--- config.mk ---
export PLATFORM = sky130hd
export DESIGN_NAME = rrw_front
export DESIGN_NICKNAME = d
export VERILOG_FILES = /design/src/rtl/core/rrw_pkg.sv /design/src/rtl/core/rrw_front.sv
export SDC_FILE = /design/constraint.sdc
export NUM_CORES = 1
export LEC_CHECK = 0
export ABC_AREA = 1
export BUFFER_PORTS_ARGS = -buffer_cell sky130_fd_sc_hd__buf_4
export CORE_MARGIN = 2
export CORE_UTILIZATION = 39
export DETAILED_ROUTE_END_ITERATION = 12
export PLACE_DENSITY_LB_ADDON = 0.15
export SKIP_LAST_GASP = 1
export SLEW_MARGIN = 25
export SYNTH_ARGS = -nofsm -noshare
export SYNTH_HDL_FRONTEND = slang
export SYNTH_SLANG_ARGS = --single-unit
export TNS_END_PERCENT = 20
--- constraint.sdc ---
create_clock -name vclk -period 1.6
set_input_delay 0.32 -clock vclk [all_inputs]
set_output_delay 0.32 -clock vclk [all_outputs]
set_load 0.01 [all_outputs]
--- src/rtl/core/rrw_pkg.sv ---
// Package for the radial ripple image warp: opcodes, queue entry type,
// back-end state type, fixed widths and the ripple offset table.
// Depends on nothing; rrw_front, rrw_queue, rrw_back and the top level import it.
`timescale 1ns / 1ps
`default_nettype none

package rrw_pkg;

    localparam logic [1:0] OP_ADVANCE = 2'd0;
    localparam logic [1:0] OP_LOAD    = 2'd1;
    localparam logic [1:0] OP_RENDER  = 2'd2;

    localparam int PHASE_COUNT = 24;
    localparam int PHASE_W     = 5;
    localparam int COORD_W     = 10;
    localparam int SUM_W       = 2 * COORD_W + 1;
    localparam int DSQ_W       = 20;
    localparam int DIST_W      = 10;
    localparam int SQRT_STEPS  = 10;
    localparam int RECIP_SHIFT = 20;
    localparam int PROD_W      = RECIP_SHIFT + COORD_W;
    localparam logic [PROD_W-1:0] RECIP_PHASE = PROD_W'((1 << RECIP_SHIFT) / PHASE_COUNT);

    localparam int QUEUE_DEPTH = 4;
    localparam int QUEUE_IDX_W = 2;

    typedef enum logic [1:0]
    {
        K_ADVANCE,
        K_LOAD,
        K_RENDER
    } kind_t;

    typedef struct packed
    {
        kind_t        kind;
        logic [8:0]   x;
        logic [7:0]   y;
        logic [7:0]   color;
        logic [9:0]   dx;
        logic [9:0]   dy;
    } entry_t;

    typedef enum logic [3:0]
    {
        B_IDLE,
        B_SQ,
        B_ROOT,
        B_MOD,
        B_ALT,
        B_QX,
        B_COL,
        B_QY,
        B_ROW,
        B_READ,
        B_OUT
    } back_state_t;

    function automatic logic signed [4:0] ripple_alt(input logic [4:0] m);
        logic signed [4:0] alt;
        unique case (m)
            5'd0:    alt = 5'sd0;
            5'd1:    alt = 5'sd2;
            5'd2:    alt = 5'sd4;
            5'd3:    alt = 5'sd5;
            5'd4:    alt = 5'sd6;
            5'd5:    alt = 5'sd7;
            5'd6:    alt = 5'sd8;
            5'd7:    alt = 5'sd7;
            5'd8:    alt = 5'sd6;
            5'd9:    alt = 5'sd5;
            5'd10:   alt = 5'sd4;
            5'd11:   alt = 5'sd2;
            5'd12:   alt = 5'sd0;
            5'd13:   alt = -5'sd2;
            5'd14:   alt = -5'sd4;
            5'd15:   alt = -5'sd5;
            5'd16:   alt = -5'sd6;
            5'd17:   alt = -5'sd7;
            5'd18:   alt = -5'sd8;
            5'd19:   alt = -5'sd7;
            5'd20:   alt = -5'sd6;
            5'd21:   alt = -5'sd5;
            5'd22:   alt = -5'sd4;
            5'd23:   alt = -5'sd2;
            default: alt = 5'sd0;
        endcase
        return alt;
    endfunction

endpackage

`default_nettype wire

--- src/rtl/core/rrw_front.sv ---
// Front end: takes input items, drops unused opcodes, and builds queue
// entries with the distances from the image centre. Depends on rrw_pkg.
`timescale 1ns / 1ps
`default_nettype none

module rrw_front
#(
    parameter int IMG_WIDTH  = 320,
    parameter int IMG_HEIGHT = 200
)
(
    input  logic            in_valid,
    output logic            in_stall,
    input  logic [1:0]      opcode,
    input  logic [8:0]      pixel_x,
    input  logic [7:0]      pixel_y,
    input  logic [7:0]      load_color,
    input  logic            q_full,
    output logic            push,
    output rrw_pkg::entry_t push_entry
);

    import rrw_pkg::*;

    localparam logic signed [COORD_W:0] HALF_W = (COORD_W+1)'(IMG_WIDTH / 2);
    localparam logic signed [COORD_W:0] HALF_H = (COORD_W+1)'(IMG_HEIGHT / 2);

    logic                   accept;
    logic signed [COORD_W:0] diff_x;
    logic signed [COORD_W:0] diff_y;
    logic [COORD_W-1:0]     abs_x;
    logic [COORD_W-1:0]     abs_y;

    assign in_stall = q_full;
    assign accept   = in_valid & ~q_full;

    assign diff_x = $signed({2'b00, pixel_x}) - HALF_W;
    assign diff_y = $signed({3'b000, pixel_y}) - HALF_H;
    assign abs_x  = diff_x[COORD_W] ? COORD_W'(-diff_x) : COORD_W'(diff_x);
    assign abs_y  = diff_y[COORD_W] ? COORD_W'(-diff_y) : COORD_W'(diff_y);

    always_comb
    begin
        push_entry.kind  = K_RENDER;
        push_entry.x     = pixel_x;
        push_entry.y     = pixel_y;
        push_entry.color = load_color;
        push_entry.dx    = abs_x;
        push_entry.dy    = abs_y;
        push             = 1'b0;
        unique case (opcode)
            OP_ADVANCE:
            begin
                push_entry.kind = K_ADVANCE;
                push            = accept;
            end
            OP_LOAD:
            begin
                push_entry.kind = K_LOAD;
                push            = accept;
            end
            OP_RENDER:
            begin
                push_entry.kind = K_RENDER;
                push            = accept;
            end
            default:
            begin
                push = 1'b0;
            end
        endcase
    end

endmodule

`default_nettype wire

; After elaboration in Yosys (flattened, before gate mapping)
; Cells that the tools add are included.
; W data, S select, Z words.
[word_totals]
in_bits = 29
wordCells = 14
out_inout_bits = 49
reg_bits = 0
[op_classes]
n_addsub = 4
n_reduce_logical = 2
n_bitwise = 2
mux = 4
eq_ne = 2
[ops]
columns = cell, n
row1 = $mux W10, 2
row2 = $neg A10 Y10, 1
row3 = $neg A9 Y10, 1
row4 = $sub A9 B8 Y10 const B, 1
row5 = $sub A8 B7 Y9 const B, 1
row6 = $pmux W2 S2, 1
row7 = $reduce_or A3 Y1, 1
row8 = $eq A2 B1 Y1 const B, 1
row9 = $eq A2 B2 Y1 const B, 1
row10 = $logic_not A2 Y1, 1
row11 = $and A1 B1 Y1, 1
row12 = $mux W1, 1
row13 = $not A1 Y1, 1

; Logic depth before layout (Yosys ltp)
[depth]
ltp_word = 3
depth_mapped = 11
depth_no_buf = 11

; Worst setup path before layout
; Ideal clock, no wire load.
[synth_timing]
path_kind = input to output
start = input pixel_y[2]
end = output push_entry[2] (netlist name)
path_buffers = 1
t_required_ns = 1.280
slack_ns = 0.099
cell_stages = 7
t_arrival_ns = 1.181
cell_sequence = inv_2 > ha_1 > nand2_2 > a21oi_2 > buf_6 > nand2_2 > xor2_1
[synth_lines]
columns = item, line_no
row1 = start: declaration, rrw_front.sv:16  ; input logic [7:0] pixel_y,
row2 = end: declaration, rrw_front.sv:20  ; output rrw_pkg::entry_t push_entry

==> metrics.yaml <==
antenna_left: 0
clkbuf_count: 0
holdWs_ns: 0.640
ctsHoldBuffers: 0
cp.required_ns: 1.28
dp_hpwl_mm: 1.76
die_height_um: 50.5
rows: 16
period_share: 1.01
combPwrFrac: 1.000
crit_top_cell: "buf_6"
post-cts-setup-buffers: 0
clkPwrFrac: 0
hold_viol: 0
fmax_ghz: 0.620
ff_latch_area_um2: 0
num_io_pins: 78
design.seq.count: 0
drv_slew: 0
dp_cells: 218
p_sw_frac: 0.482
post_drt_via_cell_ratio: 4.30
finalPower_mw: 0.439
synth_fa_ha_area_frac: 0.0890
utilization: 0.649
first_pass_iters: 4
wl_mm: 2.18
grt_usage: 0.169
start_util: 0.421
gr-total-overflow: 0
grt_max_degree: 9
syn_area_per_cell_um2: 5.55
yosys_warnings: 0
die_w_um: 50.5
synth_top_family_by_area: "buffers and inverters"
path_delay_family: "buffers and inverters"
drive_above_1_share: 0.526
antenna_found_initial: 0
antenna_cells: 0
cp.buffers_inverters: 4
yosys.area_share.simple: 0.335
areaGrowthSynthToFinish_pct: 54.0
switchingPower_mw: 0.211
grt_pass1_vias: 913
muxShareOfSynthArea: 0
fp.coreArea_mm2: 0.00200
syn_area_um2: 843
seq_power_share: 0
routedWlPerCell_um: 9.95
crit_path_start_kind: "input port"
intPower_mw: 0.228
fin_cells: 219
ir_drop_v: 0.000179
synth_cells: 152
grt_pass1_wl_mm: 3.54
nNetsFinal: 229
worstSetupEndpointType: "output pin"
crit_slowest_cell: "buf_6"
vias: 941
setup_viol: 4
cp.arrival_ns: 1.29
synth_xor_area_frac: 0.104
cpPeakStageDelay_ns: 0.15
p_per_area_mw_per_mm2: 338
rsz0062_at_grt: "true"
cap_viol_max_count: 0
seq_area_frac_synth: 0
dieArea_mm2: 0.00255
io_buffers: 59
ys_types: 18
failed_checks: "negative setup slack"
gp_congestion: 0.716
drt_iter0_markers: 16
finalCriticalPeriod_ns: 1.61
cp_cell_sequence: "buf_6, inv_4, ha_4, nand2_4, a21oi_4, buf_6, nand2_2, xor2_1, buf_4"
status: "finished, violations left"
cp_max_fo: 5
critPathKind: "input port to output pin"
drcViolationCount: 0
final.setup.worst_slack_ns: -0.0131
synth_compound_area_frac: 0.0401
fin_setup_tns_ns: -0.0244
p_leak_nw: 0.764
min-delay-path-class: "input port to output pin"
-- routing by layer --
| layer | vias to the layer above | GRT usage | part of all wire |
|---|---|---|---|
| li1 | 495 | - | - |
| met1 | 402 | 0.170 | 0.35 |
| met2 | 38 | 0.355 | 0.56 |
| met3 | 6 | 0.0119 | 0.079 |
| met4 | 0 | 0.0495 | 0.011 |
| met5 | - | 0 | 0 |
-- Yosys cell counts --
| cell type | number | area, um2 |
|---|---|---|
| ha_1 | 6 | 75.1 |
| inv_1 | 26 | 97.6 |
| buf_4 | 31 | 233 |
| a21oi_2 | 1 | 8.76 |
| nand3b_1 | 1 | 7.51 |
| xnor2_1 | 1 | 8.76 |
| inv_2 | 4 | 15.0 |
| xor2_1 | 9 | 78.8 |
| nand3_1 | 10 | 50.1 |
| o21ai_0 | 4 | 20.0 |
| nand2_2 | 5 | 31.3 |
| nor2_1 | 9 | 33.8 |
| conb_1 | 1 | 3.75 |
| nand2_1 | 40 | 150 |
| buf_6 | 1 | 11.3 |
| o21ai_1 | 1 | 5.00 |
| nor3_2 | 1 | 10.0 |
| clkbuf_1 | 1 | 3.75 |
-- final timing paths --
check | from | endpoint | slack (ns) | cells past startpoint
max | pixel_y[3] | push_entry[2] | -0.01 | 9
min | load_color[0] | push_entry[20] | 0.64 | 0
-- power by group through the flow --
stage / Clock, mW / Sequential (mW) / Combinational [mW]
6_report: 0 / 0 / 0.439
5_1_grt: 0 / 0 / 0.481
4_1_cts: 0 / 0 / 0.422
3_5_place_dp: 0 / 0 / 0.392
3_3_place_gp: 0 / 0 / 0.382
2_1_floorplan: 0 / 0 / 0.239
-- stage by stage --
| step | setup WS [ns] | area, um2 |
|---|---|---|
| floorplan | 0.0987 | 851 |
| global route | -0.105 | 1300 |
| finish | -0.0131 | 1300 |
| CTS | -0.0309 | 1240 |
| detailed placement | -0.171 | 1160 |
| global placement | -0.135 | 1160 |
-- cells by family after synthesis --
logic type | after synthesis
AO/OA/AOI/OAI | 6
other | 1
XOR/XNOR | 10
adder cells (fa/ha/maj) | 6
buffers and inverters | 63
AND/OR/NAND/NOR | 66
-- layout make-up --
class                      count  area [um2]
tap                           27        33.8
fill                         195         703
timing repair buffer          71         557
inverter                      30         130
multi-input combinational     91         578
-- cells in the final DEF, fill, tap and decap left out, types with 2 or more instances in the layout --
master / n
buf_4: 64
nand2_1: 33
inv_1: 21
nand2_2: 9
xor2_1: 9
nor2_1: 8
nand3_1: 8
buf_6: 5
inv_2: 4
inv_4: 3
nand2_4: 3
o21ai_1: 3
ha_1: 3
conb_1: 3
inv_6: 2
nand3_2: 2
o21ai_0: 2
ha_4: 2
-- repair_timing --
| action | CTS | global route |
|---|---|---|
| cloned | 1 | 0 |
| pin swaps | 11 | 5 |
| setup endpoints to repair | 15 | 15 |
| gates resized for setup | 22 | 19 |
No activity file was read; power rests on OpenSTA's default activity.
