### src/rtl/core/rrw_pkg.sv
// Package for the radial ripple image warp: opcodes, queue entry type,
// back-end state type, fixed widths and the ripple offset table.
// Depends on nothing; rrw_front, rrw_queue, rrw_back and the top level import it.
`timescale 1ns / 1ps
`default_nettype none

package rrw_pkg;

    localparam logic [1:0] OP_ADVANCE = 2'd0;
    localparam logic [1:0] OP_LOAD    = 2'd1;
    localparam logic [1:0] OP_RENDER  = 2'd2;

    localparam int PHASE_COUNT = 24;
    localparam int PHASE_W     = 5;
    localparam int COORD_W     = 10;
    localparam int SUM_W       = 2 * COORD_W + 1;
    localparam int DSQ_W       = 20;
    localparam int DIST_W      = 10;
    localparam int SQRT_STEPS  = 10;
    localparam int RECIP_SHIFT = 20;
    localparam int PROD_W      = RECIP_SHIFT + COORD_W;
    localparam logic [PROD_W-1:0] RECIP_PHASE = PROD_W'((1 << RECIP_SHIFT) / PHASE_COUNT);

    localparam int QUEUE_DEPTH = 4;
    localparam int QUEUE_IDX_W = 2;

    typedef enum logic [1:0]
    {
        K_ADVANCE,
        K_LOAD,
        K_RENDER
    } kind_t;

    typedef struct packed
    {
        kind_t        kind;
        logic [8:0]   x;
        logic [7:0]   y;
        logic [7:0]   color;
        logic [9:0]   dx;
        logic [9:0]   dy;
    } entry_t;

    typedef enum logic [3:0]
    {
        B_IDLE,
        B_SQ,
        B_ROOT,
        B_MOD,
        B_ALT,
        B_QX,
        B_COL,
        B_QY,
        B_ROW,
        B_READ,
        B_OUT
    } back_state_t;

    function automatic logic signed [4:0] ripple_alt(input logic [4:0] m);
        logic signed [4:0] alt;
        unique case (m)
            5'd0:    alt = 5'sd0;
            5'd1:    alt = 5'sd2;
            5'd2:    alt = 5'sd4;
            5'd3:    alt = 5'sd5;
            5'd4:    alt = 5'sd6;
            5'd5:    alt = 5'sd7;
            5'd6:    alt = 5'sd8;
            5'd7:    alt = 5'sd7;
            5'd8:    alt = 5'sd6;
            5'd9:    alt = 5'sd5;
            5'd10:   alt = 5'sd4;
            5'd11:   alt = 5'sd2;
            5'd12:   alt = 5'sd0;
            5'd13:   alt = -5'sd2;
            5'd14:   alt = -5'sd4;
            5'd15:   alt = -5'sd5;
            5'd16:   alt = -5'sd6;
            5'd17:   alt = -5'sd7;
            5'd18:   alt = -5'sd8;
            5'd19:   alt = -5'sd7;
            5'd20:   alt = -5'sd6;
            5'd21:   alt = -5'sd5;
            5'd22:   alt = -5'sd4;
            5'd23:   alt = -5'sd2;
            default: alt = 5'sd0;
        endcase
        return alt;
    endfunction

endpackage

`default_nettype wire

### src/rtl/core/rrw_queue.sv
// Short FIFO of entries between the front end and the back end.
// Depends on rrw_pkg for the entry type and depth.
`timescale 1ns / 1ps
`default_nettype none

module rrw_queue
(
    input  logic            clk,
    input  logic            rst_n,
    input  logic            push,
    input  rrw_pkg::entry_t push_entry,
    output logic            full,
    input  logic            pop,
    output logic            head_valid,
    output rrw_pkg::entry_t head
);

    import rrw_pkg::*;

    entry_t                 slots_reg [QUEUE_DEPTH];
    logic [QUEUE_IDX_W-1:0] wr_ptr_reg;
    logic [QUEUE_IDX_W-1:0] wr_ptr_next;
    logic [QUEUE_IDX_W-1:0] rd_ptr_reg;
    logic [QUEUE_IDX_W-1:0] rd_ptr_next;
    logic [QUEUE_IDX_W:0]   count_reg;
    logic [QUEUE_IDX_W:0]   count_next;

    assign full       = (count_reg == (QUEUE_IDX_W+1)'(QUEUE_DEPTH));
    assign head_valid = (count_reg != '0);
    assign head       = slots_reg[rd_ptr_reg];

    always_comb
    begin
        wr_ptr_next = push ? wr_ptr_reg + 1'b1 : wr_ptr_reg;
        rd_ptr_next = pop ? rd_ptr_reg + 1'b1 : rd_ptr_reg;
        count_next  = count_reg;
        if (push && !pop)
        begin
            count_next = count_reg + 1'b1;
        end
        else if (pop && !push)
        begin
            count_next = count_reg - 1'b1;
        end
    end

    always_ff @(posedge clk or negedge rst_n)
    begin
        if (!rst_n)
        begin
            wr_ptr_reg <= '0;
            rd_ptr_reg <= '0;
            count_reg  <= '0;
        end
        else
        begin
            wr_ptr_reg <= wr_ptr_next;
            rd_ptr_reg <= rd_ptr_next;
            count_reg  <= count_next;
        end
    end

    always_ff @(posedge clk)
    begin
        if (push)
        begin
            slots_reg[wr_ptr_reg] <= push_entry;
        end
    end

endmodule

`default_nettype wire

### config.mk
export PLATFORM = sky130hd
export DESIGN_NAME = rrw_queue
export DESIGN_NICKNAME = d
export VERILOG_FILES = /design/src/rtl/core/rrw_pkg.sv /design/src/rtl/core/rrw_queue.sv
export SDC_FILE = /design/constraint.sdc
export NUM_CORES = 1
export LEC_CHECK = 0
export BUFFER_PORTS_ARGS = -buffer_cell sky130_fd_sc_hd__buf_2
export CAP_MARGIN = 20
export CORE_MARGIN = 2
export CORE_UTILIZATION = 30
export CTS_BUF_LIST = sky130_fd_sc_hd__clkbuf_8
export CTS_CLUSTER_SIZE = 14
export DETAILED_ROUTE_END_ITERATION = 6
export GPL_TIMING_DRIVEN = 0
export PLACE_DENSITY_LB_ADDON = 0.12
export SYNTH_ARGS = -nofsm -noshare
export SYNTH_HDL_FRONTEND = slang
export SYNTH_SLANG_ARGS = --single-unit
### constraint.sdc
create_clock -name clk -period 3.7 [get_ports clk]
set_input_delay 0.37 -clock clk [delete_from_list [all_inputs] [get_ports clk]]
set_output_delay 0.37 -clock clk [all_outputs]
set_load 0.01 [all_outputs]
# After elaboration in Yosys (flattened, before gate mapping)
# Memories as Yosys holds them, arrays and structs flattened.
# Cells that the tools add are included.
# word_totals
register_bits	7
ram_bits	188
input_bits	51
out_inout_bits	49
memories	1
# op_classes
n_addsub	4
eq_ne	1
mux	4
reduce_logical	6
# memory_table
memory	words	word_bits	rd	rd_ports_with_merged_regs	write_ports	line	text
slots_reg	4	47	1	0	1	rrw_queue.sv:20	entry_t slots_reg [QUEUE_DEPTH];
# ops
op	count
3-bit two-way mux	2
2-bit by 1-bit adder with 2-bit output (second input constant)	2
3-bit by 1-bit adder with 3-bit output (second input constant)	1
3-bit == test (second input constant)	1
3-bit nonzero test	1
3-bit by 1-bit subtractor with 3-bit output (second input constant)	1
1-bit logical AND	2
1-bit logical NOT	2
1-bit two-way mux	2
2-bit nonzero test	1

# Logic depth before layout (Yosys ltp)
# depth
word_depth	4
mapped_depth	7
depth_no_buf	7

# Least setup slack after synthesis
# OpenSTA, ideal clock, no wires.
# synth_path
path_type	register to register
from	reg wr_ptr_reg[0]
to	mem slots_reg[2][0] (netlist name) (enable)
setup_time_ns	0.409
arrival_time_ns	1.740
t_required_ns	3.291
path_slack_ns	1.551
path_stages_with_launch	4
n_path_buf	0
period_less_slack_ns	2.149
cell_sequence	dfrtp_1 inv_1 ha_1 and2_1
# synth_rtl
item	line	text
from (decl)	rrw_queue.sv:21	logic [QUEUE_IDX_W-1:0] wr_ptr_reg;
from (signal assigned)	rrw_queue.sv:57	wr_ptr_reg <= wr_ptr_next;
to (decl)	rrw_queue.sv:20	
# Straight into the memory's write port.

==> impl_metrics.env <==
export IMPL_cts_tree="built"
export IMPL_grt_max_degree=48
export IMPL_clk_path_buf_depth=2
export IMPL_whs_endpoint="slots_reg[0][15]$_DFFE_PP_"
export IMPL_dp_hpwl_microns=7850
export IMPL_numCtsBuffers=17
export IMPL_rows=56
export IMPL_finalHoldViolCount=0
export IMPL_hold_depth=1
export IMPL_drt_initial_drc_count=130
export IMPL_worst_path_max_fanout=10
export IMPL_layout_drive_gt1_share_pct=45.87
export IMPL_period_minus_slack_ns=2.364
export IMPL_grt_pass1_wl_microns=21330
export IMPL_ir_drop_v=0.0002872
export IMPL_syn_num_nets=337
export IMPL_die_area_sq_mm=0.02525
export IMPL_largest_reg_flops=188
export IMPL_rr_startpoint="wr_ptr_reg[0]$_DFFE_PN0P_"
export IMPL_arrival_ns=1.99
export IMPL_ys_seq_elements=195
export IMPL_worstSetupEndpointType="output pin"
export IMPL_status="finished clean"
export IMPL_syn_cell_area_sq_mm=0.007199
export IMPL_antenna_found_initial=2
export IMPL_reg2reg_depth=3
export IMPL_r2r_end="slots_reg[0][37]$_DFFE_PP_"
export IMPL_multi_input_area_sq_mm=0.001277
export IMPL_io_pins=100
export IMPL_port_buffers=99
export IMPL_rsz0062_at_grt="false"
export IMPL_slew_headroom_pct=45.44
export IMPL_fmax_mhz=422.9
export IMPL_pwr_share_clk_pct=23.3
export IMPL_place_congestion=0.6918
export IMPL_ant_nets=0
export IMPL_synthDominantCellAreaShare_pct=78.42
export IMPL_p_total_mw=6.511
export IMPL_yosysWarnings=0
export IMPL_wl_per_cell_microns=18.96
export IMPL_postCtsSetupRepairBufs=0
export IMPL_regToRegSetupSlack_ns=1.96
export IMPL_cp_start_kind="flip-flop"
export IMPL_n_fill_cell=2241
export IMPL_final_seq_area_sq_mm=0.005821
export IMPL_grt_pass1_vias=3558
export IMPL_worst_slew_pin_slew_ns=0.8184
export IMPL_die_h_microns=158.9
export IMPL_htree_levels=4
export IMPL_met1Wirelength_microns=6067
export IMPL_synth_top_area_cell="edfxtp_1"
export IMPL_wl_microns=13900
export IMPL_whs_ns=0.1165
export IMPL_seqPwrFrac_pct=46.0
export IMPL_via_per_inst=4.353
export IMPL_die_w_microns=158.9
export IMPL_clk_pin_slew_worst_paths_ns=0.10
export IMPL_wl_met3_microns=655
export IMPL_grt_overflow=0
export IMPL_power_per_cell_area_mw_per_mm2=761.1
export IMPL_p_leak_nw=2.894
export IMPL_setup_tns_ns=0
export IMPL_p_int_mw=4.562
export IMPL_cap_violations=0
export IMPL_post_route_util_pct=36.34
export IMPL_cts_resized=0
export IMPL_worstSetupPathType="flip-flop to output pin"
export IMPL_netlist_instances=280
export IMPL_fin_nets=456
export IMPL_ys_seq_area_share_pct=80.85
export IMPL_power_switching_mw=1.949
export IMPL_switching_share_pct=29.93
export IMPL_drv_slew=0
export IMPL_ys_types=21
export IMPL_remaining_drc_errors=0
export IMPL_ctsHoldBuffers=1
export IMPL_synthTopCellsByArea="edfxtp_1, mux4_2, dfrtp_1"
export IMPL_clk_latency_ns=0.46
export IMPL_coreArea_sq_mm=0.02354
export IMPL_critPathRequiredTime_ns=3.33
export IMPL_cts_sinks=195
export IMPL_hold_path_class="input pin to flip-flop"
export IMPL_route_top_layer_used="met5"
export IMPL_initial_core_util_pct=30.58
export IMPL_setup_viol_count_final=0
export IMPL_vias=3191
export IMPL_postSynthAreaPerCell_sq_um=25.71
export IMPL_combPwrFrac_pct=30.7
export IMPL_cts_root_buf="clkbuf_8"
export IMPL_area_growth_pct=18.84
export IMPL_finalCritPeriodShare_pct=63.90
export IMPL_met2WireLength_microns=7003
export IMPL_fin_skew_ns=0.01246
export IMPL_track_usage_pct=11.59
export IMPL_drtPass1Iterations=4
export IMPL_holdCritStartpoint="push_entry[15]"
critical path, cell delays in order (launching register included):
cell and delay (ns):
dfrtp_1 0.37, buf_2 0.28, buf_2 0.35, mux4_2 0.38, buf_2 0.16
cells in the final DEF, fill, tap and decap left out, drive strengths merged, types with 2 or more instances in the layout:
cell	instances
clkinvlp	3
dfrtp	7
ha	5
clkinv	3
and2	4
inv	9
bufinv	4
diode	2
edfxtp	188
xor2	4
xnor2	2
buf	108
mux4	47
nand2	2
clkbuf	19
power groups by stage:
stage	sequential, mW	clock (mW)	combinational, mW
4_1_cts	3.00	1.58	2.09
3_5_place_dp	3.05	0	2.09
6_report	2.99	1.52	2.00
2_1_floorplan	3.02	0	1.32
3_3_place_gp	3.06	0	2.07
5_1_grt	3.03	1.66	2.20
through the flow:
stage	setup WS [ns]	instances	instance area (sq um)
3_3_place_gp	0.4232	698	8094
2_1_floorplan	1.551	280	7199
5_1_grt	1.150	731	8551
4_1_cts	1.196	731	8551
6_report	1.336	733	8556
3_5_place_dp	1.721	698	8104
cell families (layout without fill, tap and decap cells):
group / count (synthesis) / after routing / synth area share, %
DFF: 195 / 195 / 80.85
muxes: 48 / 48 / 14.96
buffers and inverters: 15 / 147 / 1.547
and+or+nand+nor: 9 / 9 / 0.6952
adders and majority gates: 6 / 6 / 1.147
xor gates and xnor gates: 6 / 6 / 0.7299
AOI/OAI and AO/OA: 1 / 1 / 0.06945
other: 0 / 2 / 0
how the worst max path moves through the flow:
stage | start | to | slack, ns | cells past startpoint
2_1_floorplan | wr_ptr_reg[0]$_DFFE_PN0P_ | slots_reg[2][0]$_DFFE_PP_ | 1.55 | 3
3_3_place_gp | wr_ptr_reg[0]$_DFFE_PN0P_ | slots_reg[2][9]$_DFFE_PP_ | 0.42 | 3
3_5_place_dp | rd_ptr_reg[1]$_DFFE_PN0P_ | head[4] | 1.72 | 4
4_1_cts | rd_ptr_reg[1]$_DFFE_PN0P_ | head[4] | 1.20 | 4
5_1_grt | rd_ptr_reg[1]$_DFFE_PN0P_ | head[4] | 1.15 | 4
6_report | rd_ptr_reg[1]$_DFFE_PN0P_ | head[20] | 1.34 | 4
layer usage:
layer,global-route usage [%],up-vias
li1,-,1423
met1,13.91,1681
met2,19.87,73
met3,3.527,12
met4,4.091,2
met5,0,-
synth_stat cells (all sizes together):
cell and number:
edfxtp 188, mux4 47, buf 9, dfrtp 7, ha 5, and2 4
inv 4, xor2 4, clkbuf 2, nand2 2, xnor2 2, fa 1
mux2 1, nor2 1, nor3b 1, o21ai 1, or3 1
final cells by class:
class / instances / share of cell area (%)
clock inverters: 15 / 2.369
plain buffers: 11 / 1.126
inverters: 4 / 0.1755
well taps: 319 / 4.665
multi-input cells: 70 / 14.93
diodes: 2 / 0.05850
clock buffers: 17 / 2.735
flip-flops and latches: 195 / 68.03
repair buffers: 100 / 5.908
(Power assumes the default switching activity.)
