===== src/rtl/core/rrw_pkg.sv =====
// Package for the radial ripple image warp: opcodes, queue entry type,
// back-end state type, fixed widths and the ripple offset table.
// Depends on nothing; rrw_front, rrw_queue, rrw_back and the top level import it.
`timescale 1ns / 1ps
`default_nettype none

package rrw_pkg;

    localparam logic [1:0] OP_ADVANCE = 2'd0;
    localparam logic [1:0] OP_LOAD    = 2'd1;
    localparam logic [1:0] OP_RENDER  = 2'd2;

    localparam int PHASE_COUNT = 24;
    localparam int PHASE_W     = 5;
    localparam int COORD_W     = 10;
    localparam int SUM_W       = 2 * COORD_W + 1;
    localparam int DSQ_W       = 20;
    localparam int DIST_W      = 10;
    localparam int SQRT_STEPS  = 10;
    localparam int RECIP_SHIFT = 20;
    localparam int PROD_W      = RECIP_SHIFT + COORD_W;
    localparam logic [PROD_W-1:0] RECIP_PHASE = PROD_W'((1 << RECIP_SHIFT) / PHASE_COUNT);

    localparam int QUEUE_DEPTH = 4;
    localparam int QUEUE_IDX_W = 2;

    typedef enum logic [1:0]
    {
        K_ADVANCE,
        K_LOAD,
        K_RENDER
    } kind_t;

    typedef struct packed
    {
        kind_t        kind;
        logic [8:0]   x;
        logic [7:0]   y;
        logic [7:0]   color;
        logic [9:0]   dx;
        logic [9:0]   dy;
    } entry_t;

    typedef enum logic [3:0]
    {
        B_IDLE,
        B_SQ,
        B_ROOT,
        B_MOD,
        B_ALT,
        B_QX,
        B_COL,
        B_QY,
        B_ROW,
        B_READ,
        B_OUT
    } back_state_t;

    function automatic logic signed [4:0] ripple_alt(input logic [4:0] m);
        logic signed [4:0] alt;
        unique case (m)
            5'd0:    alt = 5'sd0;
            5'd1:    alt = 5'sd2;
            5'd2:    alt = 5'sd4;
            5'd3:    alt = 5'sd5;
            5'd4:    alt = 5'sd6;
            5'd5:    alt = 5'sd7;
            5'd6:    alt = 5'sd8;
            5'd7:    alt = 5'sd7;
            5'd8:    alt = 5'sd6;
            5'd9:    alt = 5'sd5;
            5'd10:   alt = 5'sd4;
            5'd11:   alt = 5'sd2;
            5'd12:   alt = 5'sd0;
            5'd13:   alt = -5'sd2;
            5'd14:   alt = -5'sd4;
            5'd15:   alt = -5'sd5;
            5'd16:   alt = -5'sd6;
            5'd17:   alt = -5'sd7;
            5'd18:   alt = -5'sd8;
            5'd19:   alt = -5'sd7;
            5'd20:   alt = -5'sd6;
            5'd21:   alt = -5'sd5;
            5'd22:   alt = -5'sd4;
            5'd23:   alt = -5'sd2;
            default: alt = 5'sd0;
        endcase
        return alt;
    endfunction

endpackage

`default_nettype wire


===== src/rtl/core/rrw_back.sv =====
// Back end: sequencer that carries out queued entries one at a time, with the
// iterative square root, phase table lookup, address reduction and output register.
// Depends on rrw_pkg; drives the image RAM.
`timescale 1ns / 1ps
`default_nettype none

module rrw_back
#(
    parameter int IMG_WIDTH  = 320,
    parameter int IMG_HEIGHT = 200,
    parameter int ADDR_W     = 16
)
(
    input  logic                     clk,
    input  logic                     rst_n,
    input  logic                     head_valid,
    input  rrw_pkg::entry_t          head,
    output logic                     pop,
    output logic                     ram_we,
    output logic                     ram_re,
    output logic [ADDR_W-1:0]        ram_addr,
    output logic [7:0]               ram_wdata,
    input  logic [7:0]               ram_rdata,
    output logic                     out_valid,
    input  logic                     out_stall,
    output logic [7:0]               color,
    output logic signed [4:0]        displacement
);

    import rrw_pkg::*;

    localparam logic [PROD_W-1:0]  RECIP_W = PROD_W'((1 << RECIP_SHIFT) / IMG_WIDTH);
    localparam logic [PROD_W-1:0]  RECIP_H = PROD_W'((1 << RECIP_SHIFT) / IMG_HEIGHT);
    localparam logic [COORD_W:0]   W_C     = (COORD_W+1)'(IMG_WIDTH);
    localparam logic [COORD_W:0]   H_C     = (COORD_W+1)'(IMG_HEIGHT);
    localparam logic [DSQ_W-1:0]   BIT_TOP = DSQ_W'(1) << (2 * (SQRT_STEPS - 1));

    back_state_t              state_reg;
    back_state_t              state_next;
    kind_t                    kind_reg;
    kind_t                    kind_next;
    logic [8:0]               x_reg;
    logic [8:0]               x_next;
    logic [7:0]               y_reg;
    logic [7:0]               y_next;
    logic [7:0]               byte_reg;
    logic [7:0]               byte_next;
    logic [COORD_W-1:0]       dx_reg;
    logic [COORD_W-1:0]       dx_next;
    logic [COORD_W-1:0]       dy_reg;
    logic [COORD_W-1:0]       dy_next;
    logic [DSQ_W-1:0]         rem_reg;
    logic [DSQ_W-1:0]         rem_next;
    logic [DSQ_W-1:0]         root_reg;
    logic [DSQ_W-1:0]         root_next;
    logic [DSQ_W-1:0]         bit_reg;
    logic [DSQ_W-1:0]         bit_next;
    logic [PHASE_W-1:0]       phase_reg;
    logic [PHASE_W-1:0]       phase_next;
    logic [COORD_W-1:0]       quot_reg;
    logic [COORD_W-1:0]       quot_next;
    logic signed [4:0]        alt_reg;
    logic signed [4:0]        alt_next;
    logic signed [COORD_W:0]  sx_reg;
    logic signed [COORD_W:0]  sx_next;
    logic signed [COORD_W:0]  sy_reg;
    logic signed [COORD_W:0]  sy_next;
    logic [COORD_W-1:0]       col_reg;
    logic [COORD_W-1:0]       col_next;
    logic signed [COORD_W:0]  row_reg;
    logic signed [COORD_W:0]  row_next;
    logic                     out_valid_reg;
    logic                     out_valid_next;
    logic [7:0]               color_reg;
    logic [7:0]               color_next;
    logic signed [4:0]        disp_reg;
    logic signed [4:0]        disp_next;

    logic [DSQ_W:0]           trial;
    logic [PROD_W-1:0]        mul_a;
    logic [PROD_W-1:0]        mul_b;
    logic [PROD_W-1:0]        prod;
    logic [COORD_W:0]         raw24;
    logic [COORD_W:0]         dmod;
    logic [5:0]               m_sum;
    logic [5:0]               m_fix;
    logic signed [4:0]        alt_new;
    logic [COORD_W-1:0]       sx_pos;
    logic [COORD_W:0]         row_pos;
    logic [SUM_W-1:0]         col_raw;
    logic                     col_carry;
    logic [SUM_W-1:0]         col_fix;
    logic [SUM_W-1:0]         rmod_raw;
    logic [SUM_W-1:0]         rmod;
    logic [SUM_W-1:0]         addr_wide;
    logic                     out_take;
    logic                     out_load;

    assign trial = {1'b0, root_reg} + {1'b0, bit_reg};

    assign sx_pos  = sx_reg[COORD_W] ? '0 : sx_reg[COORD_W-1:0];
    assign row_pos = row_reg[COORD_W] ? ($unsigned(row_reg) + H_C) : $unsigned(row_reg);

    always_comb
    begin
        mul_a = PROD_W'(root_reg[DIST_W-1:0]);
        mul_b = RECIP_PHASE;
        if (state_reg == B_QX)
        begin
            mul_a = PROD_W'(sx_pos);
            mul_b = RECIP_W;
        end
        else if (state_reg == B_QY)
        begin
            mul_a = PROD_W'(row_pos);
            mul_b = RECIP_H;
        end
    end

    assign prod = mul_a * mul_b;

    assign raw24 = {1'b0, root_reg[DIST_W-1:0]}
                 - (COORD_W+1)'({quot_reg, 4'b0000} + {1'b0, quot_reg, 3'b000});
    assign dmod  = (raw24 >= (COORD_W+1)'(PHASE_COUNT))
                 ? raw24 - (COORD_W+1)'(PHASE_COUNT) : raw24;
    assign m_sum = {1'b0, dmod[PHASE_W-1:0]} + 6'(PHASE_COUNT) - {1'b0, phase_reg};
    assign m_fix = (m_sum >= 6'(PHASE_COUNT)) ? m_sum - 6'(PHASE_COUNT) : m_sum;
    assign alt_new = ripple_alt(m_fix[PHASE_W-1:0]);

    assign col_raw   = SUM_W'(sx_pos) - SUM_W'(quot_reg) * SUM_W'(W_C);
    assign col_carry = (col_raw >= SUM_W'(W_C));
    assign col_fix   = col_carry ? col_raw - SUM_W'(W_C) : col_raw;

    assign rmod_raw = SUM_W'(row_pos) - SUM_W'(quot_reg) * SUM_W'(H_C);
    assign rmod     = (rmod_raw >= SUM_W'(H_C)) ? rmod_raw - SUM_W'(H_C) : rmod_raw;

    assign addr_wide = SUM_W'(row_reg[COORD_W-1:0]) * SUM_W'(W_C) + SUM_W'(col_reg);

    assign out_take = out_valid_reg & ~out_stall;
    assign out_load = (state_reg == B_OUT) & (~out_valid_reg | ~out_stall);

    always_comb
    begin
        state_next     = state_reg;
        kind_next      = kind_reg;
        x_next         = x_reg;
        y_next         = y_reg;
        byte_next      = byte_reg;
        dx_next        = dx_reg;
        dy_next        = dy_reg;
        rem_next       = rem_reg;
        root_next      = root_reg;
        bit_next       = bit_reg;
        phase_next     = phase_reg;
        quot_next      = quot_reg;
        alt_next       = alt_reg;
        sx_next        = sx_reg;
        sy_next        = sy_reg;
        col_next       = col_reg;
        row_next       = row_reg;
        color_next     = color_reg;
        disp_next      = disp_reg;
        pop            = 1'b0;
        ram_we         = 1'b0;
        ram_re         = 1'b0;
        out_valid_next = out_load ? 1'b1 : (out_take ? 1'b0 : out_valid_reg);

        unique case (state_reg)
            B_IDLE:
            begin
                if (head_valid)
                begin
                    pop       = 1'b1;
                    kind_next = head.kind;
                    x_next    = head.x;
                    y_next    = head.y;
                    byte_next = head.color;
                    dx_next   = head.dx;
                    dy_next   = head.dy;
                    unique case (head.kind)
                        K_ADVANCE:
                        begin
                            phase_next = (phase_reg == PHASE_W'(PHASE_COUNT - 1))
                                       ? '0 : phase_reg + 1'b1;
                        end
                        K_LOAD:
                        begin
                            sx_next    = $signed({2'b00, head.x});
                            sy_next    = $signed({3'b000, head.y});
                            state_next = B_QX;
                        end
                        K_RENDER:
                        begin
                            state_next = B_SQ;
                        end
                        default:
                        begin
                            state_next = B_IDLE;
                        end
                    endcase
                end
            end
            B_SQ:
            begin
                rem_next   = DSQ_W'(dx_reg) * DSQ_W'(dx_reg) + DSQ_W'(dy_reg) * DSQ_W'(dy_reg);
                root_next  = '0;
                bit_next   = BIT_TOP;
                state_next = B_ROOT;
            end
            B_ROOT:
            begin
                if ({1'b0, rem_reg} >= trial)
                begin
                    rem_next  = rem_reg - trial[DSQ_W-1:0];
                    root_next = (root_reg >> 1) + bit_reg;
                end
                else
                begin
                    root_next = root_reg >> 1;
                end
                bit_next = bit_reg >> 2;
                if (bit_reg[0])
                begin
                    state_next = B_MOD;
                end
            end
            B_MOD:
            begin
                quot_next  = prod[RECIP_SHIFT +: COORD_W];
                state_next = B_ALT;
            end
            B_ALT:
            begin
                alt_next   = alt_new;
                sx_next    = $signed({2'b00, x_reg}) + (COORD_W+1)'(alt_new);
                sy_next    = $signed({3'b000, y_reg}) + (COORD_W+1)'(alt_new);
                state_next = B_QX;
            end
            B_QX:
            begin
                quot_next  = prod[RECIP_SHIFT +: COORD_W];
                state_next = B_COL;
            end
            B_COL:
            begin
                if (sx_reg[COORD_W])
                begin
                    col_next = COORD_W'($unsigned(sx_reg) + W_C);
                    row_next = sy_reg - (COORD_W+1)'(1);
                end
                else
                begin
                    col_next = col_fix[COORD_W-1:0];
                    row_next = sy_reg
                             + $signed((COORD_W+1)'(quot_reg) + (COORD_W+1)'(col_carry));
                end
                state_next = B_QY;
            end
            B_QY:
            begin
                quot_next  = prod[RECIP_SHIFT +: COORD_W];
                state_next = B_ROW;
            end
            B_ROW:
            begin
                row_next   = $signed(rmod[COORD_W:0]);
                state_next = B_READ;
            end
            B_READ:
            begin
                if (kind_reg == K_LOAD)
                begin
                    ram_we     = 1'b1;
                    state_next = B_IDLE;
                end
                else
                begin
                    ram_re     = 1'b1;
                    state_next = B_OUT;
                end
            end
            B_OUT:
            begin
                if (out_load)
                begin
                    color_next = ram_rdata;
                    disp_next  = alt_reg;
                    state_next = B_IDLE;
                end
            end
            default:
            begin
                state_next = B_IDLE;
            end
        endcase
    end

    always_ff @(posedge clk or negedge rst_n)
    begin
        if (!rst_n)
        begin
            state_reg     <= B_IDLE;
            phase_reg     <= '0;
            out_valid_reg <= 1'b0;
        end
        else
        begin
            state_reg     <= state_next;
            phase_reg     <= phase_next;
            out_valid_reg <= out_valid_next;
        end
    end

    always_ff @(posedge clk)
    begin
        kind_reg  <= kind_next;
        x_reg     <= x_next;
        y_reg     <= y_next;
        byte_reg  <= byte_next;
        dx_reg    <= dx_next;
        dy_reg    <= dy_next;
        rem_reg   <= rem_next;
        root_reg  <= root_next;
        bit_reg   <= bit_next;
        quot_reg  <= quot_next;
        alt_reg   <= alt_next;
        sx_reg    <= sx_next;
        sy_reg    <= sy_next;
        col_reg   <= col_next;
        row_reg   <= row_next;
        color_reg <= color_next;
        disp_reg  <= disp_next;
    end

    assign ram_addr     = addr_wide[ADDR_W-1:0];
    assign ram_wdata    = byte_reg;
    assign out_valid    = out_valid_reg;
    assign color        = color_reg;
    assign displacement = disp_reg;

endmodule

`default_nettype wire


===== config.mk =====
export PLATFORM = sky130hd
export DESIGN_NAME = rrw_back
export DESIGN_NICKNAME = d
export VERILOG_FILES = /design/src/rtl/core/rrw_pkg.sv /design/src/rtl/core/rrw_back.sv
export SDC_FILE = /design/constraint.sdc
export NUM_CORES = 1
export LEC_CHECK = 0
export ABC_CLOCK_PERIOD_IN_PS = 14120
export BUFFER_PORTS_ARGS = -buffer_cell sky130_fd_sc_hd__buf_2
export CELL_PAD_IN_SITES_DETAIL_PLACEMENT = 1
export CELL_PAD_IN_SITES_GLOBAL_PLACEMENT = 1
export CORE_UTILIZATION = 25
export CTS_BUF_LIST = sky130_fd_sc_hd__clkbuf_4
export CTS_CLUSTER_SIZE = 12
export DETAILED_ROUTE_END_ITERATION = 6
export PLACE_DENSITY = 0.43
export SLEW_MARGIN = 20
export SYNTH_ARGS = -nofsm -noshare
export SYNTH_HDL_FRONTEND = slang
export SYNTH_SLANG_ARGS = --single-unit
export TNS_END_PERCENT = 30

===== constraint.sdc =====
create_clock -name clk -period 14.12 [get_ports clk]
set_clock_uncertainty 0.15 [all_clocks]
set_input_delay 2.824 -clock clk [delete_from_list [all_inputs] [get_ports clk]]
set_output_delay 2.824 -clock clk [all_outputs]
set_load 0.01 [all_outputs]

# After elaboration in Yosys (flattened, before gate mapping)
# Memory sizes are Yosys's and may differ from the RTL's.
# Cells that the tools add are included.
# word_totals
reg_bits	188
rom_bits	160
out_inout_bits	41
elab_cells	132
mem_count	1
# op_classes
add_sub_neg	23
n_mul	6
magnitude_cmp	5
eq_ne	20
muxes	39
bitwise	5
n_reduce_logical	13
# memory_table
name	words	word_bits	rd	rd_ports_with_merged_regs	write_ports	line	rtl
(no name shown)	32	5	1	0	0	rrw_pkg.sv:61	unique case (m)
# op_table
cell	count
case mux 20 bit (2 select lines)	3
2-to-1 mux 11 bit	8
case mux 11 bit (2 select lines)	3
2-to-1 mux 30 bit	2
case mux 4 bit (11 select lines)	1
multiplier 10 x 10 -> 20 bit	2
2-to-1 mux 20 bit	2
multiplier 30 x 30 -> 30 bit	1
2-to-1 mux 10 bit	3
adder 11 bit	2
adder 20 x 20 -> 21 bit	1
greater-or-equal comparator 20 x 21 -> 1 bit	1
greater-or-equal comparator 21 x 8 -> 1 bit (second input constant)	1
greater-or-equal comparator 21 x 9 -> 1 bit (second input constant)	1
adder 19 x 20 -> 20 bit	1
adder 20 bit	1
subtractor 10 x 19 -> 20 bit	1
subtractor 20 bit	1
subtractor 11 x 18 -> 19 bit	1
adder 16 x 10 -> 16 bit	1
== test 4 x 3 -> 1 bit (second input constant)	4
2-to-1 mux 16 bit	1
2-to-1 mux 4 bit	4
multiplier 10 x 5 -> 15 bit (second input constant)	1
other kinds (38)	64

# Depth between registers and ports, before layout
# Gate-level depths: netlist of run 1.
# An unclocked memory read counts as a cell.
# depth
word_depth	11
ltp_mapped	35
depth_no_buf	35

# Worst setup path before layout of run 1
# OpenSTA, ideal clock, no wires.
# synth_path
path_type	flip-flop to flip-flop
from	reg quot_reg[1]
to	reg sx_reg[10] (data pin)
t_arrival_ns	6.862
slack_ns	6.842
stages_incl_launch_ff	35
period_less_slack_ns	7.278
path_cell_list	edfxtp_1 inv_1 fa_1 ha_1 or2_1 a21o_1 a21o_1 a21o_1 a21oi_1 nor2_1 o31ai_1 xnor2_1 ha_1 inv_1 ha_1 nor2b_1 o21a_1 o21ai_0 nand3b_1 mux2_2 xnor2_1 nor2_1 a311oi_1 o22ai_1 ha_1 fa_1 a21o_1 a21oi_1 o21bai_1 a21oi_1 o21bai_1 a21o_1 a21oi_1 xnor2_1 nor2_1
# synth_between
elab_chain_len	11
elab_cells_between_ends	13
cone_classes	7 x add/sub; 2 x order compare; 3 x mux; 1 x memory
# synth_rtl
item	line	rtl
from (decl)	rrw_back.sv:60	logic [COORD_W-1:0] quot_reg;
from (signal assigned)	rrw_back.sv:325	quot_reg <= quot_next;
adder 11 bit (*)	rrw_back.sv:123	- (COORD_W+1)'({quot_reg, 4'b0000} + {1'b0, quot_reg, 3'b000});
subtractor 10 x 11 -> 11 bit (*)	rrw_back.sv:123	
greater-or-equal comparator 11 x 5 -> 1 bit or subtractor 5 bit (tied branches)	rrw_back.sv:124, rrw_back.sv:125	
2-to-1 mux 5 bit (*)	rrw_back.sv:125	? raw24 - (COORD_W+1)'(PHASE_COUNT) : raw24;
adder 5 x 5 -> 6 bit (*)	rrw_back.sv:126	assign m_sum = {1'b0, dmod[PHASE_W-1:0]} + 6'(PHASE_COUNT) - {1'b0, phase_reg};
subtractor 6 x 5 -> 6 bit (*)	rrw_back.sv:126	
subtractor 5 bit or greater-or-equal comparator 6 x 5 -> 1 bit (tied branches)	rrw_back.sv:127	assign m_fix = (m_sum >= 6'(PHASE_COUNT)) ? m_sum - 6'(PHASE_COUNT) : m_sum;
2-to-1 mux 5 bit (*)	rrw_back.sv:127	
memory read (32 x 5 bit) (*)	n/a	
via alt_new[0]	rrw_back.sv:87	logic signed [4:0] alt_new;
adder 10 x 5 -> 11 bit (*)	rrw_back.sv:235	sx_next = $signed({2'b00, x_reg}) + (COORD_W+1)'(alt_new);
case mux 11 bit (2 select lines) (*)	rrw_back.sv:168	unique case (state_reg)
to (signal assigned)	rrw_back.sv:327	sx_reg <= sx_next;
to (decl)	rrw_back.sv:64	logic signed [COORD_W:0] sx_reg;
# Mark *: on every way through the listed nets, which the timed path passes. The rest lies on a longest branch.
# A chain may end at the register's enable or synchronous reset.

# Worst setup path after layout of run 1
# layout_path
from	reg state_reg[2]
to	reg quot_reg[7] (data pin)
# layout_between
elab_chain_len	4
elab_cells_between_ends	7
cone_classes	1 x mul; 2 x eq/ne; 4 x mux
# layout_rtl
item	line	rtl
from (decl)	rrw_back.sv:38	back_state_t state_reg;
from (signal assigned)	rrw_back.sv:308	state_reg <= state_next;
== test 4 x 3 -> 1 bit	rrw_back.sv:113	else if (state_reg == B_QY)
2-to-1 mux 11 bit or 2-to-1 mux 16 bit (tied branches)	rrw_back.sv:113	
2-to-1 mux 30 bit	rrw_back.sv:108	if (state_reg == B_QX)
multiplier 30 x 30 -> 30 bit (*)	rrw_back.sv:120	assign prod = mul_a * mul_b;
via prod[27]	rrw_back.sv:82	logic [PROD_W-1:0] prod;
# Marked as above.

==> out/results.md, run 1 <==
| Item | Value | Unit |
|---|---|---|
| Final antenna-violating net count | 0 | - |
| Area of combinational cells with multiple inputs | 16900 | µm² |
| Number of pins with negative max-slew slack in the final report | 0 | - |
| Post-DP HPWL | 60100 | µm |
| Die Outline Area | 96500 | µm² |
| Fin crit period | 8.99 | ns |
| Layout Utilization | 0.279 | - |
| Htree depth | 4 | - |
| Effective utilization at floorplan | 0.254 | - |
| Number of setup buffers added after CTS | 0 | - |
| Number of nets at the end of the flow | 3240 | - |
| Via count of the first global-routing pass | 19.1k | - |
| Total Wirelength | 71000 | µm |
| Number of failing hold endpoints at the final stage | 0 | - |
| Global-route wire length before repair | 111000 | µm |
| Vias per inst | 4.47 | - |
| GPL Wtd Cong | 0.862 | - |
| Slew of the pin with the lowest slew margin | 1.08 | ns |
| Number of instances resized during post-cts repair | 0 | - |
| First drt pass iteration count | 5 | - |
| Worst Setup Start Kind | flip-flop | - |
| Post-route cell area | 26200 | µm² |
| Setup-violating endpoint count in the final report | 0 | - |
| Top cells by area, synth | sky130_fd_sc_hd__ha_1 (22%), sky130_fd_sc_hd__edfxtp_1 (21%), sky130_fd_sc_hd__fa_1 (20%) | - |
| Sequential area share after synthesis | 0.220 | - |
| Post-DP Area | 25900 | µm² |
| Achievable clock frequency | 111 | MHz |
| Leading cell type by number of instances after synthesis | sky130_fd_sc_hd__inv_1 | - |
| Outcome | complete, no violations | - |
| Library cell occupying the most area in the post-synthesis netlist | sky130_fd_sc_hd__ha_1 | - |
| Buffers added on ports | 99 | - |
| Share of the synthesized area in the top cell type | 0.220 | - |
| # fillers | 10.9k | - |
| Pin count of the biggest net entering global routing | 42 | - |
| Cell Rows | 112 | - |
| Syn Inst Count | 2428 | - |
| CTS clk-pin slew, worst paths | 0.21 | ns |
| Setup repair after global routing missed its margin | no | - |
| Critical path peak fanout | 17 | - |
| Fin crit share | 0.636 | - |
| Violation count after the first detailed-route iteration | 517 | - |
| Vert. Die Dim | 311 | µm |
| All-layer global routing usage | 0.152 | - |
| Clock network latency to the later pin of the worst-skew pair | 0.82 | ns |
| Hold buffer count at CTS | 0 | - |
| Core area | 93900 | µm² |
| Number of buffers between clock root and the deepest sink | 2 | - |
| Prevailing post-synth register cell | sky130_fd_sc_hd__edfxtp_1 | - |
| Count of flip-flops with a built-in enable after synthesis | 166 | - |
| Root buffer cell | sky130_fd_sc_hd__clkbuf_4 | - |
| WP data required | 14.50 | ns |
| Antenna violations before repair | 6 | - |
| Aggregate global routing overflow | 0 | - |
| Fraction of final layout cells with drive strength greater than 1 | 0.0746 | - |
| Worst rel slew slack | 0.276 | - |
| Classification of the worst setup path | flip-flop to flip-flop | - |
| Final setup TNS | 0 | ns |
| Synth-to-Final Area Change | 10.0 | % |
| Data arrival time of the critical path | 9.36 | ns |
| TritonCTS clock tree | yes | - |
| Top cells by instance count after synthesis | sky130_fd_sc_hd__inv_1 (425), sky130_fd_sc_hd__ha_1 (419), sky130_fd_sc_hd__fa_1 (242) | - |
| CTS Sinks | 176 | - |
| Number of warnings reported in the yosys synthesis log | 0 | - |
| Crit. End Element | flip-flop | - |
| Hold_ws | 0.303 | ns |
| Distinct cell type count of the synthesized netlist | 82 | - |
| Async S/R FF share, synth | 0.0568 | - |
| Residual DRC | 0 | - |
| Register cell area after layout | 5240 | µm² |
| Cts bufs inserted | 17 | - |
| Wire length per cell after detailed routing | 18.7 | µm |
| Max-cap violations | 0 | - |
| Syn avg cell area | 9.81 | µm² |
| Path class of the lowest-slack min-delay path | flip-flop to flip-flop | - |
| Boundary Pins | 100 | - |
| Via count | 16.9k | - |
| Number of synthesized register bits | 176 | - |
| Post-synthesis cell area | 23800 | µm² |
| Width of the die | 311 | µm |
[stage by stage]
step | cells | setup slack, ns
2_1_floorplan | 2442 | 6.84
3_3_place_gp | 3754 | 5.31
3_5_place_dp | 3754 | 5.18
4_1_cts | 3786 | 5.08
5_1_grt | 3789 | 4.44
6_report | 3789 | 5.13
[routing by layer]
metal  up-vias  routed length (µm)  track usage
li1       8265                   -            -
met2       169               32300        0.246
met4         2                1470       0.0439
met3        61                2150       0.0263
met1      8445               35000        0.206
met5         -                  14            0
[worst max-delay path, cell delays in order (launching register included)]
cell and delay, ns:
sky130_fd_sc_hd__dfrtp_1 0.63, sky130_fd_sc_hd__nor2b_1 0.34, sky130_fd_sc_hd__nand2_1 0.43, sky130_fd_sc_hd__and2_1 0.42, sky130_fd_sc_hd__or2_2 0.36, sky130_fd_sc_hd__a21oi_1 0.29, sky130_fd_sc_hd__fa_1 0.48, sky130_fd_sc_hd__inv_1 0.10
sky130_fd_sc_hd__fa_1 0.43, sky130_fd_sc_hd__inv_1 0.10, sky130_fd_sc_hd__fa_1 0.46, sky130_fd_sc_hd__fa_1 0.56, sky130_fd_sc_hd__inv_1 0.05, sky130_fd_sc_hd__ha_1 0.28, sky130_fd_sc_hd__ha_1 0.28, sky130_fd_sc_hd__inv_1 0.05
sky130_fd_sc_hd__fa_1 0.53, sky130_fd_sc_hd__inv_1 0.06, sky130_fd_sc_hd__fa_1 0.48, sky130_fd_sc_hd__ha_1 0.23, sky130_fd_sc_hd__a2111oi_0 0.32, sky130_fd_sc_hd__o21ai_0 0.19, sky130_fd_sc_hd__a22oi_1 0.61, sky130_fd_sc_hd__o21ai_0 0.32
sky130_fd_sc_hd__o211ai_1 0.28, sky130_fd_sc_hd__a21o_1 0.19, sky130_fd_sc_hd__a31oi_1 0.09
[cell usage in the layout, fill, tap and decap left out, types with 7 or more instances in the layout]
| cell type | count |
|---|---|
| sky130_fd_sc_hd__and2_1 | 71 |
| sky130_fd_sc_hd__and3_1 | 12 |
| sky130_fd_sc_hd__nor2_1 | 146 |
| sky130_fd_sc_hd__o21a_1 | 9 |
| sky130_fd_sc_hd__edfxtp_1 | 166 |
| sky130_fd_sc_hd__o31ai_1 | 9 |
| sky130_fd_sc_hd__a31oi_1 | 21 |
| sky130_fd_sc_hd__o21bai_1 | 18 |
| sky130_fd_sc_hd__ha_1 | 419 |
| sky130_fd_sc_hd__xor2_1 | 57 |
| sky130_fd_sc_hd__nor2b_1 | 27 |
| sky130_fd_sc_hd__xnor2_1 | 90 |
| sky130_fd_sc_hd__o211ai_1 | 7 |
| sky130_fd_sc_hd__nand3_1 | 23 |
| sky130_fd_sc_hd__nand2b_1 | 22 |
| sky130_fd_sc_hd__buf_2 | 99 |
| sky130_fd_sc_hd__nor3_1 | 29 |
| sky130_fd_sc_hd__a21oi_1 | 102 |
| sky130_fd_sc_hd__inv_1 | 425 |
| sky130_fd_sc_hd__mux2_2 | 7 |
| sky130_fd_sc_hd__or3_1 | 16 |
| sky130_fd_sc_hd__dfrtp_1 | 10 |
| sky130_fd_sc_hd__fa_1 | 242 |
| sky130_fd_sc_hd__nand4_1 | 11 |
| sky130_fd_sc_hd__buf_4 | 14 |
| sky130_fd_sc_hd__conb_1 | 16 |
| sky130_fd_sc_hd__a21o_1 | 44 |
| sky130_fd_sc_hd__clkbuf_4 | 17 |
| sky130_fd_sc_hd__nand2_1 | 165 |
| sky130_fd_sc_hd__a211oi_1 | 21 |
| sky130_fd_sc_hd__mux2i_1 | 7 |
| sky130_fd_sc_hd__o21ai_0 | 89 |
[worst paths after layout]
path / startpoint / endpoint / slack, ns / cells after the start
setup / recovery: state_reg[2]$_DFFE_PN0P_ / quot_reg[7]$_DFFE_PP_ / 5.13 / 26
hold / removal: alt_reg[1]$_DFFE_PP_ / displacement[1]$_DFFE_PP_ / 0.30 / 0
setup reg to reg: state_reg[2]$_DFFE_PN0P_ / quot_reg[7]$_DFFE_PP_ / 5.13 / 26
hold reg to reg: alt_reg[1]$_DFFE_PP_ / displacement[1]$_DFFE_PP_ / 0.30 / 0
max in group asynchronous: rst_n / out_valid$_DFFE_PN0P_ / 11.84 / 1
min in group asynchronous: rst_n / state_reg[3]$_DFFE_PN0P_ / 1.72 / 1
[layout make-up]
type / count / area share
tap: 1254 / 0.0599
antenna: 2 / 0.000191
clock inverter: 15 / 0.00755
timing repair buffer: 114 / 0.0235
inverter: 425 / 0.0609
sequential: 176 / 0.200
multi-input combinational: 1786 / 0.643
clock buffer: 17 / 0.00487
[cell families (layout without fill, tap and decap cells)]
logic type,after synthesis,in the layout,share of synthesized area
mux,15,15,0.00720
compound gates,380,380,0.102
xor+xnor,147,147,0.0541
buf+inv,480,571,0.0769
simple gates,567,567,0.116
flops,176,176,0.220
fa+ha+maj,661,661,0.424
other cells,2,18,0.000315
Power of run 1 is not shown: default switching activity piles up to over one toggle a cycle in this logic, so the estimate is an artifact.
==> inputs of run 2 (changes only) <==
--- a/config.mk
+++ b/config.mk
@@ -5,7 +5,7 @@
 export SDC_FILE = /design/constraint.sdc
 export NUM_CORES = 1
 export LEC_CHECK = 0
-export ABC_CLOCK_PERIOD_IN_PS = 14120
+export ABC_CLOCK_PERIOD_IN_PS = 8000
 export BUFFER_PORTS_ARGS = -buffer_cell sky130_fd_sc_hd__buf_2
 export CELL_PAD_IN_SITES_DETAIL_PLACEMENT = 1
 export CELL_PAD_IN_SITES_GLOBAL_PLACEMENT = 1
@@ -13,7 +13,7 @@
 export CTS_BUF_LIST = sky130_fd_sc_hd__clkbuf_4
 export CTS_CLUSTER_SIZE = 12
 export DETAILED_ROUTE_END_ITERATION = 6
-export PLACE_DENSITY = 0.43
+export PLACE_DENSITY = 0.45
 export SLEW_MARGIN = 20
 export SYNTH_ARGS = -nofsm -noshare
 export SYNTH_HDL_FRONTEND = slang
==> constraint.sdc (replaced) <==
create_clock -name clk -period 8 [get_ports clk]
set_clock_uncertainty 0.15 [all_clocks]
set_input_delay 1.6 -clock clk [delete_from_list [all_inputs] [get_ports clk]]
set_output_delay 1.6 -clock clk [all_outputs]
set_load 0.01 [all_outputs]
==> run 2 against run 1 <==
Global-route usage decreased by 0.19 points; clock-buffer cell count stayed put; sequential cell count did not move; critical endpoint unchanged; largest cell class unchanged; worst hold slack gained 0.0028 ns; final cell count increased by 3.1%.
==> out/results.md, run 2 (synthesis results as in run 1) <==
| Item | Value | Unit | Change |
|---|---|---|---|
| Outcome | complete, no violations | - |  |
| Fin crit share | 0.954 | - | +0.317 |
| Antenna violations before repair | 2 | - | -4 |
| Worst rel slew slack | 0.297 | - | +0.0205 |
| GPL Wtd Cong | 0.852 | - | -1.1% |
| Setup repair after global routing missed its margin | yes | - |  |
| Cts bufs inserted | 17 | - | unchanged |
| Number of failing hold endpoints at the final stage | 0 | - | unchanged |
| Number of pins with negative max-slew slack in the final report | 0 | - | unchanged |
| CTS clk-pin slew, worst paths | 0.21 | ns | about the same |
| Number of nets at the end of the flow | 3352 | - | +3.5% |
| Root buffer cell | sky130_fd_sc_hd__clkbuf_4 | - |  |
| Crit. End Element | flip-flop | - |  |
| Clock network latency to the later pin of the worst-skew pair | 0.80 | ns | -0.02 ns |
| Worst hold path depth | 0 | - | unchanged |
| Cell Rows | 112 | - | unchanged |
| Vert. Die Dim | 311 | µm | unchanged |
| Achievable clock frequency | 131 | MHz | +18% |
| Via count | 17.4k | - | +2.5% |
| Hold buffer count at CTS | 0 | - | unchanged |
| Width of the die | 311 | µm | unchanged |
| Layout Utilization | 0.289 | - | +0.0100 |
| Residual DRC | 0 | - | unchanged |
| Pin count of the biggest net entering global routing | 49 | - | +17% |
| Aggregate global routing overflow | 0 | - | unchanged |
| Logic depth of the worst register-to-register path | 30 | - | +15% |
| Final antenna-violating net count | 0 | - | unchanged |
| Met3 usage in global routing | 0.0216 | - | -0.00467 |
| Critical path peak fanout | 4 | - | -13 |
| Worst Setup Start Kind | flip-flop | - |  |
| Setup-violating endpoint count in the final report | 0 | - | unchanged |
| Fraction of final layout cells with drive strength greater than 1 | 0.125 | - | +0.0505 |
| Post-DP HPWL | 60300 | µm | +0.28% |
| Largest stage delay on the critical path | 0.53 | ns | -0.10 ns |
| Buffers added on ports | 99 | - | unchanged |
| Vias per inst | 4.45 | - | -0.53% |
| Die Outline Area | 96500 | µm² | unchanged |
| Total Wirelength | 70600 | µm | -0.50% |
| Final setup TNS | 0 | ns | unchanged |
| Number of buffers between clock root and the deepest sink | 2 | - | unchanged |
| Global route hottest layer | met2 | - |  |
| Max-cap violations | 0 | - | unchanged |
| Global-route wire length before repair | 112000 | µm | +0.54% |
| WP data required | 8.41 | ns | -6.09 ns |
| Path class of the lowest-slack min-delay path | flip-flop to flip-flop | - |  |
| Met1 capacity usage during global routing | 0.204 | - | -0.00149 |
| Wire length per cell after detailed routing | 18.1 | µm | -3.5% |
| TritonCTS clock tree | yes | - |  |
| Post-route worst setup slack | 0.370 | ns | -4.76 ns |
| Post-placement worst setup slack | 0.0598 | ns | -5.12 ns |
| Htree depth | 4 | - | unchanged |
| Boundary Pins | 100 | - | unchanged |
| Data arrival time of the critical path | 8.04 | ns | -1.32 ns |
| Classification of the worst setup path | flip-flop to flip-flop | - |  |
| Slew of the pin with the lowest slew margin | 1.05 | ns | -0.0307 ns |
| Violation count after the first detailed-route iteration | 553 | - | +7.0% |
| Leading cell types in the layout, fill and taps excluded | sky130_fd_sc_hd__inv_1 (423), sky130_fd_sc_hd__ha_1 (417), sky130_fd_sc_hd__fa_1 (242) | - |  |
| Via count of the first global-routing pass | 19.6k | - | +2.3% |
| First drt pass iteration count | 4 | - | -1 |
| Met2 capacity usage during global routing | 0.248 | - | +0.00208 |
| Commonest non-fill, non-tap cell in the layout | sky130_fd_sc_hd__inv_1 | - |  |
| All-layer global routing usage | 0.150 | - | -0.00188 |
| Core area | 93900 | µm² | unchanged |
| Effective utilization at floorplan | 0.254 | - | unchanged |
| CTS Sinks | 176 | - | unchanged |
| Slowest cell on crit path | sky130_fd_sc_hd__fa_1 | - |  |
| Synth-to-Final Area Change | 14.0 | % |  |
| # fillers | 10.9k | - | -0.22% |
| Fin crit period | 7.63 | ns | -1.36 ns |
[run 2: timing repair]
item | CTS | global route
endpoints found under the setup margin | 2 | 15
pin swaps | 0 | 11
buffers inserted | 0 | 9
gates resized for setup | 2 | 36
[run 2: worst max-delay path: cells and delay by family (launching register included)]
kind	cells	cell delay, ns
compound gates	8	1.51
xor+xnor	1	0.15
fa+ha+maj	9	3.60
buf+inv	10	1.06
flops	1	0.49
simple gates	2	0.39
[run 2: cell type report]
type,instances,area (µm²),share of cell area
clock inverters,15,164,0.00604
flip-flops and latches,176,5240,0.193
multi-input cells,1786,17000,0.625
diodes,7,17.5,0.000645
well taps,1254,1570,0.0578
inverters,425,1600,0.0588
repair buffers,226,1450,0.0535
clock buffers,17,128,0.00470
[run 2: path summary, 6_finish.rpt]
| path | startpoint | endpoint | slack, ns |
|---|---|---|---|
| setup / recovery | row_reg[6]$_DFFE_PN_ | quot_reg[7]$_DFFE_PP_ | 0.37 |
| hold / removal | alt_reg[2]$_DFFE_PP_ | displacement[2]$_DFFE_PP_ | 0.31 |
| setup reg to reg | row_reg[6]$_DFFE_PN_ | quot_reg[7]$_DFFE_PP_ | 0.37 |
| hold reg to reg | alt_reg[2]$_DFFE_PP_ | displacement[2]$_DFFE_PP_ | 0.31 |
| max in group asynchronous | rst_n | state_reg[1]$_DFFE_PN0P_ | 6.95 |
| min in group asynchronous | rst_n | state_reg[2]$_DFFE_PN0P_ | 0.50 |
[run 2: metal layers]
layer  vias up  share of wire
met2       154           0.47
met5         -              0
met4         0          0.019
li1       8495              -
met1      8665           0.49
met3        59          0.025
[run 2: metrics by stage]
stage,instance area [µm²],instances,hold slack (ns)
after detailed placement,26600,3858,0.266
final,27100,3906,0.306
after CTS,26900,3890,0.311
after global routing,27100,3905,0.319
after global placement,26600,3858,0.260
after floorplan,23900,2442,0.250
Power of run 2 is left out for the same reason.
